### src/hw/rtl/wscp_pkg.sv
// Package for the whitespace collapse and pad block: widths, character
// constants, output word selectors and the controller/datapath structs.
// No dependencies.
`timescale 1ns / 1ps

package wscp_pkg;

    localparam int CHAR_W = 8;
    localparam int CNT_W  = 7;
    localparam int ODATA_W = 16;
    localparam int OUSER_W = 2;

    localparam logic [CNT_W-1:0] CAP_RESET = 7'd50;

    localparam logic [CHAR_W-1:0] CH_SPACE = 8'h20;
    localparam logic [CHAR_W-1:0] CH_TAB   = 8'h09;
    localparam logic [CHAR_W-1:0] CH_NL    = 8'h0A;
    localparam logic [CHAR_W-1:0] CH_DOT   = 8'h2E;
    localparam logic [CHAR_W-1:0] CH_NONE  = 8'h00;

    // Output word selectors
    localparam logic [1:0] SEL_SPACE = 2'd0;
    localparam logic [1:0] SEL_CHAR  = 2'd1;
    localparam logic [1:0] SEL_PAD   = 2'd2;
    localparam logic [1:0] SEL_MARK  = 2'd3;

    // What one input word calls for
    typedef struct packed {
        logic emit_space;
        logic emit_char;
        logic is_end;
        logic err;
        logic pad_any;
    } t_plan;

    typedef struct packed {
        logic       accept;
        logic       load;
        logic [1:0] sel;
    } t_cmd;

    typedef struct packed {
        t_plan plan_now;
        t_plan plan_held;
        logic  out_free;
        logic  pad_final;
    } t_status;

    function automatic logic is_blank(input logic [CHAR_W-1:0] ch);
        return (ch == CH_SPACE) || (ch == CH_TAB) || (ch == CH_NL);
    endfunction

endpackage

### src/hw/rtl/wscp_dp.sv
// Datapath: capacity register, per-string counters, word plan, pad counter
// and the output register. Depends on wscp_pkg.
`timescale 1ns / 1ps

module wscp_dp #(
    parameter int MAX_CAPACITY = 64
) (
    input  logic                              i_clk,
    input  logic                              i_rst_n,
    input  logic                              i_cfg_we,
    input  logic [wscp_pkg::CNT_W-1:0]        i_cfg_wdata,
    input  logic [wscp_pkg::CHAR_W-1:0]       i_char,
    input  logic                              i_has_char,
    input  logic                              i_end,
    input  wscp_pkg::t_cmd                    i_cmd,
    output wscp_pkg::t_status                 o_status,
    output logic                              o_m_tvalid,
    output logic [wscp_pkg::ODATA_W-1:0]      o_m_tdata,
    output logic [wscp_pkg::OUSER_W-1:0]      o_m_tuser,
    output logic                              o_m_tlast,
    input  logic                              i_m_tready
);
    import wscp_pkg::*;

    localparam logic [CNT_W-1:0] MAX_CAP = CNT_W'(MAX_CAPACITY);

    logic [CNT_W-1:0]  r_cap;
    logic [CNT_W-1:0]  r_raw, n_raw;
    logic [CNT_W-1:0]  r_emitted, n_emitted;
    logic              r_pending, n_pending;
    logic              r_ovf, n_ovf;
    t_plan             r_plan, n_plan;
    logic [CHAR_W-1:0] r_char;
    logic [CNT_W-1:0]  r_len;
    logic [CNT_W-1:0]  r_pads, n_pads;
    logic              r_ovalid;
    logic [CHAR_W-1:0] r_ochar;
    logic              r_opad, r_olast, r_oerr;
    logic [CNT_W-1:0]  r_olen;

    logic [CNT_W-1:0]  cap_eff;
    logic              live, blank, vis, esp;
    logic              out_free;
    logic [CHAR_W-1:0] w_char;
    logic              w_pad, w_last, w_err;
    logic [CNT_W-1:0]  w_len;

    always_comb begin
        if (r_cap == '0) begin
            cap_eff = CNT_W'(1);
        end else if (r_cap > MAX_CAP) begin
            cap_eff = MAX_CAP;
        end else begin
            cap_eff = r_cap;
        end
    end

    // Next string state for the word at the slave port
    always_comb begin
        n_raw = r_raw;
        if (i_has_char && (r_raw <= MAX_CAP)) begin
            n_raw = r_raw + CNT_W'(1);
        end
        n_ovf = r_ovf | (i_has_char && (n_raw > cap_eff));
        live  = i_has_char && !n_ovf;
        blank = is_blank(i_char);
        vis   = live && !blank;
        esp   = vis && r_pending;
        if (live && blank && (r_emitted != '0)) begin
            n_pending = 1'b1;
        end else if (vis) begin
            n_pending = 1'b0;
        end else begin
            n_pending = r_pending;
        end
        n_emitted = r_emitted + CNT_W'(esp) + CNT_W'(vis);
        n_pads    = (cap_eff > n_emitted) ? (cap_eff - n_emitted) : '0;
        n_plan.emit_space = esp;
        n_plan.emit_char  = vis;
        n_plan.is_end     = i_end;
        n_plan.err        = i_end && n_ovf;
        n_plan.pad_any    = (n_pads != '0);
    end

    always_ff @(posedge i_clk) begin
        if (!i_rst_n) begin
            r_cap     <= CAP_RESET;
            r_raw     <= '0;
            r_emitted <= '0;
            r_pending <= 1'b0;
            r_ovf     <= 1'b0;
            r_plan    <= '0;
        end else begin
            if (i_cfg_we) begin
                r_cap <= i_cfg_wdata;
            end
            if (i_cmd.accept) begin
                r_plan <= n_plan;
                if (i_end) begin
                    r_raw     <= '0;
                    r_emitted <= '0;
                    r_pending <= 1'b0;
                    r_ovf     <= 1'b0;
                end else begin
                    r_raw     <= n_raw;
                    r_emitted <= n_emitted;
                    r_pending <= n_pending;
                    r_ovf     <= n_ovf;
                end
            end
        end
    end

    // Word payload held for the sequencing that follows
    always_ff @(posedge i_clk) begin
        if (i_cmd.accept) begin
            r_char <= i_char;
            r_len  <= n_emitted;
            r_pads <= n_pads;
        end else if (i_cmd.load && (i_cmd.sel == SEL_PAD)) begin
            r_pads <= r_pads - CNT_W'(1);
        end
    end

    always_comb begin
        w_char = CH_NONE;
        w_pad  = 1'b0;
        w_last = 1'b0;
        w_err  = 1'b0;
        case (i_cmd.sel)
            SEL_SPACE: begin
                w_char = CH_SPACE;
            end
            SEL_CHAR: begin
                w_char = r_char;
                w_last = r_plan.is_end && !r_plan.pad_any;
            end
            SEL_PAD: begin
                w_char = CH_DOT;
                w_pad  = 1'b1;
                w_last = (r_pads == CNT_W'(1));
            end
            SEL_MARK: begin
                w_last = 1'b1;
                w_err  = r_plan.err;
            end
            default: begin
                w_char = CH_NONE;
            end
        endcase
        w_len = (w_last && !w_err) ? r_len : '0;
    end

    assign out_free = !r_ovalid || i_m_tready;

    always_ff @(posedge i_clk) begin
        if (!i_rst_n) begin
            r_ovalid <= 1'b0;
        end else if (i_cmd.load) begin
            r_ovalid <= 1'b1;
        end else if (i_m_tready) begin
            r_ovalid <= 1'b0;
        end
    end

    always_ff @(posedge i_clk) begin
        if (i_cmd.load) begin
            r_ochar <= w_char;
            r_opad  <= w_pad;
            r_olast <= w_last;
            r_oerr  <= w_err;
            r_olen  <= w_len;
        end
    end

    assign o_m_tvalid = r_ovalid;
    assign o_m_tdata  = {1'b0, r_olen, r_ochar};
    assign o_m_tuser  = {r_oerr, r_opad};
    assign o_m_tlast  = r_olast;

    assign o_status.plan_now  = n_plan;
    assign o_status.plan_held = r_plan;
    assign o_status.out_free  = out_free;
    assign o_status.pad_final = (r_pads == CNT_W'(1));

endmodule

### src/hw/rtl/wscp_ctrl.sv
// Controller: takes input words and steps through the space, character,
// padding and end-marker words that each one produces. Depends on wscp_pkg.
`timescale 1ns / 1ps

module wscp_ctrl (
    input  logic              i_clk,
    input  logic              i_rst_n,
    input  logic              i_s_tvalid,
    output logic              o_s_tready,
    input  wscp_pkg::t_status i_status,
    output wscp_pkg::t_cmd    o_cmd
);
    import wscp_pkg::*;

    localparam logic [2:0] ST_IDLE  = 3'd0;
    localparam logic [2:0] ST_SPACE = 3'd1;
    localparam logic [2:0] ST_CHAR  = 3'd2;
    localparam logic [2:0] ST_PAD   = 3'd3;
    localparam logic [2:0] ST_MARK  = 3'd4;

    logic [2:0] r_state, n_state;
    logic       accept, load;

    function automatic logic [2:0] first_state(input t_plan p);
        logic [2:0] s;
        if (p.emit_space) begin
            s = ST_SPACE;
        end else if (p.emit_char) begin
            s = ST_CHAR;
        end else if (p.is_end) begin
            s = (p.pad_any && !p.err) ? ST_PAD : ST_MARK;
        end else begin
            s = ST_IDLE;
        end
        return s;
    endfunction

    assign o_s_tready = (r_state == ST_IDLE);
    assign accept     = i_s_tvalid && o_s_tready;
    assign load       = (r_state != ST_IDLE) && i_status.out_free;

    always_comb begin
        n_state = r_state;
        o_cmd.accept = accept;
        o_cmd.load   = load;
        o_cmd.sel    = SEL_MARK;
        case (r_state)
            ST_IDLE: begin
                if (accept) begin
                    n_state = first_state(i_status.plan_now);
                end
            end
            ST_SPACE: begin
                o_cmd.sel = SEL_SPACE;
                if (load) begin
                    n_state = ST_CHAR;
                end
            end
            ST_CHAR: begin
                o_cmd.sel = SEL_CHAR;
                if (load) begin
                    n_state = (i_status.plan_held.is_end && i_status.plan_held.pad_any)
                              ? ST_PAD : ST_IDLE;
                end
            end
            ST_PAD: begin
                o_cmd.sel = SEL_PAD;
                if (load && i_status.pad_final) begin
                    n_state = ST_IDLE;
                end
            end
            ST_MARK: begin
                o_cmd.sel = SEL_MARK;
                if (load) begin
                    n_state = ST_IDLE;
                end
            end
            default: begin
                n_state = ST_IDLE;
            end
        endcase
    end

    always_ff @(posedge i_clk) begin
        if (!i_rst_n) begin
            r_state <= ST_IDLE;
        end else begin
            r_state <= n_state;
        end
    end

endmodule

### src/hw/rtl/whitespace_collapse_pad_core.sv
// Whitespace collapse and pad, top level: controller plus datapath.
// Depends on wscp_pkg, wscp_ctrl and wscp_dp.
//
// Takes a string one byte word at a time (tuser set when the word carries a
// byte, tlast on the final word) and sends out the normalized text: every
// run of space, tab or newline becomes one space, leading whitespace is
// dropped and a trailing space never appears. On the final word the text is
// padded with dots (tuser bit 0) up to the capacity, and the last output word
// carries tlast and the normalized length. If the raw byte count exceeds the
// capacity, output stops for that string and its end gives one word with
// tuser bit 1 (too long) and tlast. Capacity 0 acts as 1, values above
// MAX_CAPACITY act as MAX_CAPACITY; write it only while the block is idle.
// At most one result word leaves the output register per cycle. A word that
// yields no result (a collapsed blank, an empty word) leaves the block ready
// for the next word; a word that yields results holds s_axis_tready low while
// they are loaded into the output register one by one, and any back-pressure
// holds it low longer. The end of a string also waits out its padding burst.
`timescale 1ns / 1ps

module whitespace_collapse_pad_core #(
    parameter int MAX_CAPACITY = 64
) (
    input  logic                          i_clk,
    input  logic                          i_rst_n,
    // configuration: capacity
    input  logic                          i_cfg_we,
    input  logic [wscp_pkg::CNT_W-1:0]    i_cfg_wdata,
    // input words
    input  logic                          s_axis_tvalid,
    output logic                          s_axis_tready,
    input  logic [wscp_pkg::CHAR_W-1:0]   s_axis_tdata,  // [7:0] char_in
    input  logic                          s_axis_tuser,  // [0] has_char
    input  logic                          s_axis_tlast,  // end_of_string
    // result words
    output logic                          m_axis_tvalid,
    input  logic                          m_axis_tready,
    output logic [wscp_pkg::ODATA_W-1:0]  m_axis_tdata,  // [7:0] out_char, [14:8] text_length
    output logic [wscp_pkg::OUSER_W-1:0]  m_axis_tuser,  // [0] is_pad, [1] too_long
    output logic                          m_axis_tlast   // last_result
);
    import wscp_pkg::*;

    t_cmd    cmd;
    t_status status;

    // Controller: hand out accept and load strobes, pick each output word.
    wscp_ctrl u_ctrl (
        .i_clk      (i_clk),
        .i_rst_n    (i_rst_n),
        .i_s_tvalid (s_axis_tvalid),
        .o_s_tready (s_axis_tready),
        .i_status   (status),
        .o_cmd      (cmd)
    );

    // Datapath: hold the string state, plan each word, drive the output.
    wscp_dp #(
        .MAX_CAPACITY (MAX_CAPACITY)
    ) u_dp (
        .i_clk       (i_clk),
        .i_rst_n     (i_rst_n),
        .i_cfg_we    (i_cfg_we),
        .i_cfg_wdata (i_cfg_wdata),
        .i_char      (s_axis_tdata),
        .i_has_char  (s_axis_tuser),
        .i_end       (s_axis_tlast),
        .i_cmd       (cmd),
        .o_status    (status),
        .o_m_tvalid  (m_axis_tvalid),
        .o_m_tdata   (m_axis_tdata),
        .o_m_tuser   (m_axis_tuser),
        .o_m_tlast   (m_axis_tlast),
        .i_m_tready  (m_axis_tready)
    );

    // An error word always closes its string.
    a_err_is_last: assert property (@(posedge i_clk) disable iff (!i_rst_n)
        (m_axis_tvalid && m_axis_tuser[1]) |-> m_axis_tlast)
        else $error("too_long word without tlast");

    // Padding and error never mark the same word.
    a_pad_not_err: assert property (@(posedge i_clk) disable iff (!i_rst_n)
        m_axis_tvalid |-> !(m_axis_tuser[0] && m_axis_tuser[1]))
        else $error("pad and too_long both set");

    // Length is reported only on the closing word.
    a_len_on_last: assert property (@(posedge i_clk) disable iff (!i_rst_n)
        (m_axis_tvalid && !m_axis_tlast) |-> (m_axis_tdata[14:8] == '0))
        else $error("text_length set on a non-final word");

    // An input word is taken only while no output word is being loaded.
    a_accept_excl_load: assert property (@(posedge i_clk) disable iff (!i_rst_n)
        !(cmd.accept && cmd.load))
        else $error("accept and load in the same cycle");

endmodule
### config.mk
export PLATFORM = sky130hd
export DESIGN_NAME = whitespace_collapse_pad_core
export DESIGN_NICKNAME = d
export VERILOG_FILES = /design/src/hw/rtl/wscp_pkg.sv /design/src/hw/rtl/wscp_dp.sv /design/src/hw/rtl/wscp_ctrl.sv /design/src/hw/rtl/whitespace_collapse_pad_core.sv
export SDC_FILE = /design/constraint.sdc
export NUM_CORES = 1
export LEC_CHECK = 0
export ABC_AREA = 1
export BUFFER_PORTS_ARGS = -buffer_cell sky130_fd_sc_hd__buf_2
export CAP_MARGIN = 20
export CORE_UTILIZATION = 35
export DETAILED_ROUTE_END_ITERATION = 6
export PLACE_DENSITY = 0.55
export SLEW_MARGIN = 20
export SYNTH_ARGS = -nofsm -noshare
export SYNTH_HDL_FRONTEND = slang
export SYNTH_SLANG_ARGS = --single-unit
### constraint.sdc
create_clock -name i_clk -period 5.39 [get_ports i_clk]
set_input_delay 0.8085 -clock i_clk [delete_from_list [all_inputs] [get_ports i_clk]]
set_output_delay 0.8085 -clock i_clk [all_outputs]
set_load 0.02 [all_outputs]
Yosys cells after proc, flatten, opt, wreduce, memory -nomap -nowiden
Index checks and enable logic that the tools add are counted.
{ "op_classes": {"mux": 30, "bitwise": 1, "n_eq_ne": 16, "n_reduce_logical": 36, "addsub": 5, "magnitude_cmp": 4} }
{ "op_table": {"columns": ["op", "count"], "rows": [
  ["2-to-1 mux 7 bit", 8],
  ["2-to-1 mux 3 bit", 9],
  ["one-hot mux 8 bit (3 select lines)", 1],
  ["== test 8 x 4 -> 1 bit, second input constant", 2],
  ["logical AND 1 bit", 16],
  ["one-hot mux 3 bit (5 select lines)", 1],
  ["adder 7 x 1 -> 7 bit", 2],
  ["greater-than comparator 7 bit", 2],
  ["nonzero test 7 bit", 2],
  ["== test 8 x 6 -> 1 bit, second input constant", 1],
  ["2-to-1 mux 1 bit", 8],
  ["!= test 2 x 1 -> 1 bit, second input constant", 4],
  ["adder 7 x 1 -> 7 bit, second input constant", 1],
  ["== test 7 x 1 -> 1 bit, second input constant", 1],
  ["greater-than comparator 7 bit, second input constant", 1],
  ["<= comparator 7 bit, second input constant", 1],
  ["zero test 7 bit", 1],
  ["subtractor 7 x 1 -> 7 bit, second input constant", 1],
  ["subtractor 7 bit", 1],
  ["== test 3 x 2 -> 1 bit, second input constant", 2],
  ["zero test 1 bit", 6],
  ["one-hot mux 2 bit (3 select lines)", 1],
  ["nonzero test 3 bit", 2],
  ["AND reduction 5 bit", 1],
  ["other kinds (13)", 17]
]} }
{ "word_totals": {"register_bits": 70, "elab_cells": 110, "in_bits": 22, "out_inout_bits": 21} }

Logic depth before layout (Yosys ltp)
{ "logic_depth": {"ltp_word": 22, "ltp_mapped": 42} }

Modules after synthesis
Synthesis repeated with hierarchy kept, for this count alone.
{ "unflattened": {"cells_unflattened": 494, "area_unflattened_um2": 4061.4} }
{ "modules_own_cells": {"columns": ["mod", "n_inst", "area_per_inst_um2", "cells_per_inst"], "rows": [
  ["wscp_dp", 1, 3729.8, 435],
  ["wscp_ctrl", 1, 331.6, 59]
]} }

Worst setup path before layout
Ideal clock, no wire load.
{ "synth_path": {"path_kind": "input-to-reg", "from": "in s_axis_tuser", "to": "reg u_ctrl.r_state[0]", "cell_stages": 35, "setup_time_ns": 0.132, "arrival_ns": 4.673, "path_buffers": 0, "setup_slack_ns": 0.585, "t_required_ns": 5.258, "cell_sequence": "nand2_1 > nor2_1 > nand3_1 > nor2_1 > xnor2_1 > inv_1 > ha_1 > nand2_1 > nor2_1 > nand4_1 > nand3_1 > nand4_4 > xor2_1 > ha_1 > o21bai_4 > ha_1 > nand2_1 > inv_1 > nand4_1 > xor2_1 > ha_1 > nand2_1 > inv_1 > a21oi_1 > nand2_4 > nand3_1 > nand2_1 > nor2_1 > nand3_2 > nand3_2 > nand2_2 > nand2_1 > nand2_1 > nand2_1 > a21oi_2"} }
{ "synth_between": {"elab_chain_cells": 21, "elab_cells_between_ends": 24} }
{ "synth_rtl": {"columns": ["element", "line", "text"], "rows": [
  ["start: declaration", "whitespace_collapse_pad_core.sv:32", "input logic s_axis_tuser,"],
  ["logical AND 1 bit", "wscp_dp.sv:61", "if (i_has_char && (r_raw <= MAX_CAP)) begin"],
  ["2-to-1 mux 7 bit", "wscp_dp.sv:61", null],
  ["greater-than comparator 7 bit", "wscp_dp.sv:64", "n_ovf = r_ovf | (i_has_char && (n_raw > cap_eff));"],
  ["logical AND 1 bit", "wscp_dp.sv:64", null],
  ["OR 1 bit", "wscp_dp.sv:64", null],
  ["zero test 1 bit", "wscp_dp.sv:65", "live = i_has_char && !n_ovf;"],
  ["logical AND 1 bit", "wscp_dp.sv:65", null],
  ["logical AND 1 bit", "wscp_dp.sv:67", "vis = live && !blank;"],
  ["[... 5 more ...]", null, null],
  ["nonzero test 7 bit", "wscp_dp.sv:82", "n_plan.pad_any = (n_pads != '0);"],
  ["logical AND 1 bit", "wscp_ctrl.sv:31", "s = (p.pad_any && !p.err) ? ST_PAD : ST_MARK;"],
  ["2-to-1 mux 3 bit", "wscp_ctrl.sv:31", null],
  ["2-to-1 mux 3 bit", "wscp_ctrl.sv:30", "end else if (p.is_end) begin"],
  ["2-to-1 mux 3 bit", "wscp_ctrl.sv:28", "end else if (p.emit_char) begin"],
  ["2-to-1 mux 3 bit (*)", "wscp_ctrl.sv:26", "if (p.emit_space) begin"],
  ["2-to-1 mux 3 bit (*)", "wscp_ctrl.sv:49", "if (accept) begin"],
  ["one-hot mux 3 bit (5 select lines) (*)", "wscp_ctrl.sv:47", "case (r_state)"],
  ["end signal: assignment", "wscp_ctrl.sv:88", "r_state <= n_state;"],
  ["end: declaration", "wscp_ctrl.sv:21", "logic [2:0] r_state, n_state;"]
]} }
Mark *: on every way between the ends. The rest lies on a longest branch, timed or not. The select of a mux whose other input is x is not followed.
A chain may end at the register's enable or synchronous reset.

Worst setup path after layout
{ "layout_path": {"from": "reg u_dp.r_raw[1]", "to": "reg u_ctrl.r_state[0]"} }
{ "layout_between": {"elab_chain_cells": 22, "elab_cells_between_ends": 26} }
{ "layout_rtl": {"columns": ["element", "line", "text"], "rows": [
  ["start: declaration", "wscp_dp.sv:28", "logic [CNT_W-1:0] r_raw, n_raw;"],
  ["start signal: assignment", "wscp_dp.sv:105", "r_raw <= n_raw;"],
  ["<= comparator 7 bit", "wscp_dp.sv:61", null],
  ["logical AND 1 bit", "wscp_dp.sv:61", null],
  ["2-to-1 mux 7 bit (*)", "wscp_dp.sv:61", null],
  ["greater-than comparator 7 bit (*)", "wscp_dp.sv:64", null],
  ["logical AND 1 bit (*)", "wscp_dp.sv:64", null],
  ["OR 1 bit (*)", "wscp_dp.sv:64", null],
  ["zero test 1 bit", "wscp_dp.sv:65", null],
  ["logical AND 1 bit", "wscp_dp.sv:65", null],
  ["[... 6 more ...]", null, null],
  ["nonzero test 7 bit", "wscp_dp.sv:82", null],
  ["logical AND 1 bit", "wscp_ctrl.sv:31", null],
  ["2-to-1 mux 3 bit", "wscp_ctrl.sv:31", null],
  ["2-to-1 mux 3 bit", "wscp_ctrl.sv:30", null],
  ["2-to-1 mux 3 bit", "wscp_ctrl.sv:28", null],
  ["2-to-1 mux 3 bit (*)", "wscp_ctrl.sv:26", null],
  ["2-to-1 mux 3 bit (*)", "wscp_ctrl.sv:49", null],
  ["one-hot mux 3 bit (5 select lines) (*)", "wscp_ctrl.sv:47", null]
]} }
Marked as above.

==> reports/results.ini <==
[power]
peakVddDrop_uv = 152
leakagePower_nw = 2.05
power_density_nw_per_um2 = 318
power.total_mw = 1.44

[sta]
rsz0062_at_grt = no
max-slew-margin-rel_pct = 48.2
finalSetupViolations = 0
worstMarginPinSlew_ns = 0.776
period_share_pct = 89.8
skew_ns = 0.0121
fin_hold_ws_ns = 0.479
setup_ws_ns = 0.550
post-route-min-period_ns = 4.84
finalSetupTns_ns = 0
max_freq_ghz = 0.207
hold_violations = 0
drv_slew = 0

[detailed_routing]
first_iter_violations = 134
wl_per_cell_microns = 12.0
drt_pass1_iterations = 4
drc = 0
drt_wl_total_mm = 8.06
vias = 3061
detail_route.vias_per_cell = 4.57
ant_nets = 0

[place]
place.gp.congestion = 0.822
hpwl_mm = 6.12
io_buffers = 41
dp_slack_ns = 0.138

[synthesis]
ys_async_sr_fraction_pct = 0
syn-cell-area_sq_um = 3890
syn_avg_cell_area_sq_um = 8.13
synth.distinct_cells = 38
syn-num-nets = 521
synth_ff_type = edfxtp_1
synth_top_area_share_pct = 30.9
synthCells = 478
synthTopCellsByArea = edfxtp_1, dfxtp_1, nand2_1
synth_seq_cells = 70
synth_seq_area_share_pct = 46.4
yosysTopAreaCell = edfxtp_1
synth_edf_count = 40
synth_warnings = 0

[worst_setup_path]
arrival_ns = 5.06
cpMostUsedCell = nand2_1
start_kind = flop
crit_slowest_cell = dfxtp_1
endpoint_kind = flop
critPathKind = flop to flop
crit_fanout = 5
cp_slowest_stage_delay_ns = 0.35
required_ns = 5.61

[cts]
cts_buffers = 9
cts_tree = done
cts.path.max_buffers = 2
htree_levels = 3
clkTransAtPathRegs_ns = 0.08
clkSinkCount = 70
clk_latency_ns = 0.36
postCtsHoldBufs = 0
cts_root_buf = clkbuf_8

[finish]
num-nets-final = 568
antenna_cells = 0
drive_gt1_share_pct = 18.9
fill_cells = 1121
area_growth_syn_to_layout_pct = 16.8

[floorplanning]
dieWidth_microns = 107
fp.dieH_microns = 107
num_rows = 38
core_sq_um = 10800
io_pins = 43
start_util_pct = 35.8
dieArea_sq_um = 11500

[global_routing]
grt_pass1_vias = 2847
grt_max_degree = 32
antenna_found_initial = 0
track_usage_pct = 15.1
grt_pass1_wl_mm = 13.4
grt_overflow = 0

[run]
maxCapViolCount = 0

[run_status]
outcome = complete, no violations

[min_path]
hp-class = flop to flop

[Yosys cell counts (3+ instances only)]
cell,n
nand2_1,87
inv_1,83
nor2_1,66
edfxtp_1,40
a21oi_1,35
dfxtp_1,30
nand3_1,25
o21ai_0,23
ha_1,20
clkbuf_1,8
xor2_1,7
nand2_2,5
nand4_1,5
xnor2_1,5
buf_4,3
inv_2,3
o21a_1,3
[where the power goes]
group	leakage, nW	switching, mW	total (mW)	internal, mW
Clock	0.101	0.220	0.439	0.219
Combinational	1.31	0.226	0.338	0.112
Sequential	0.632	0.0240	0.667	0.643
Total	2.05	0.470	1.44	0.974
[worst paths after layout]
kind	start	endpoint	slack (ns)	depth (start not counted)
setup reg to reg	u_dp.r_raw[1]	u_ctrl.r_state[0]	0.55	39
hold / removal	u_dp.r_cap[5]	u_dp.r_cap[5]	0.48	2
hold reg to reg	u_dp.r_cap[5]	u_dp.r_cap[5]	0.48	2
setup / recovery	u_dp.r_raw[1]	u_ctrl.r_state[0]	0.55	39
[layout make-up]
type | count | area, sq um | area share, %
inverter | 86 | 323 | 7.11
sequential | 70 | 1800 | 39.7
tap | 140 | 175 | 3.86
timing repair buffer | 49 | 265 | 5.84
clock inverter | 7 | 77.6 | 1.71
clock buffer | 9 | 124 | 2.73
multi-input combinational | 309 | 1770 | 39.0
[what timing repair did]
| action | CTS | global route |
|---|---|---|
| endpoints found under the setup margin | 0 | 4 |
| resized for setup | 0 | 17 |
| setup buffers | 0 | 0 |
[layout by cell type, fill, tap and decap left out, types with 5 or more instances in the layout]
cell type,n
inv_1,83
buf_4,8
nand3_1,22
nand2_2,7
nand3_2,5
edfxtp_1,40
a21oi_1,33
ha_1,17
xor2_1,7
dfxtp_1,29
buf_2,41
xnor2_1,5
clkbuf_8,9
nand2_1,85
nand4_1,5
o21ai_0,20
o21ai_1,5
nor2_1,63
[routing by layer]
metal	track usage (%)	part of all wire, %	up-vias
li1	-	-	1636
met1	19.7	50	1368
met2	24.1	46	51
met3	4.00	3.4	6
met4	5.28	1.2	0
met5	0	0	-
[state kept, by name (all words and copies together) (netlist names), 3 cells and up]
name	cells
u_ctrl.r_state	3
u_dp.o_status	3
u_dp.r_cap	7
u_dp.r_char	8
u_dp.r_emitted	7
u_dp.r_len	7
u_dp.r_ochar	8
u_dp.r_olen	7
u_dp.r_pads	7
u_dp.r_raw	7
[worst max-delay path: cells and delay by family (launching register included)]
kind,cells,cell delay [ns]
xor+xnor,3,0.45
compound gates,2,0.19
buf+inv,4,0.31
simple gates,25,2.32
fa+ha+maj,5,1.08
flops,1,0.35
[metrics by stage]
stage | instances | utilization [%] | area, sq um
floorplan | 478 | - | 3890
global placement | 654 | 39.3 | 4260
detailed placement | 654 | 39.3 | 4260
CTS | 670 | 41.2 | 4470
global route | 670 | 41.9 | 4540
finish | 670 | 41.9 | 4540
[cell families after synthesis]
group,share of synthesized area [%]
and+or+nand+nor,22.6
buffers and inverters,9.92
AOI/OAI and AO/OA,11.0
DFF,46.4
adders and majority gates,6.95
xor gates and xnor gates,2.70
other,0.0965
muxes,0.290
Note: power is estimated with default switching activity, not from simulation.
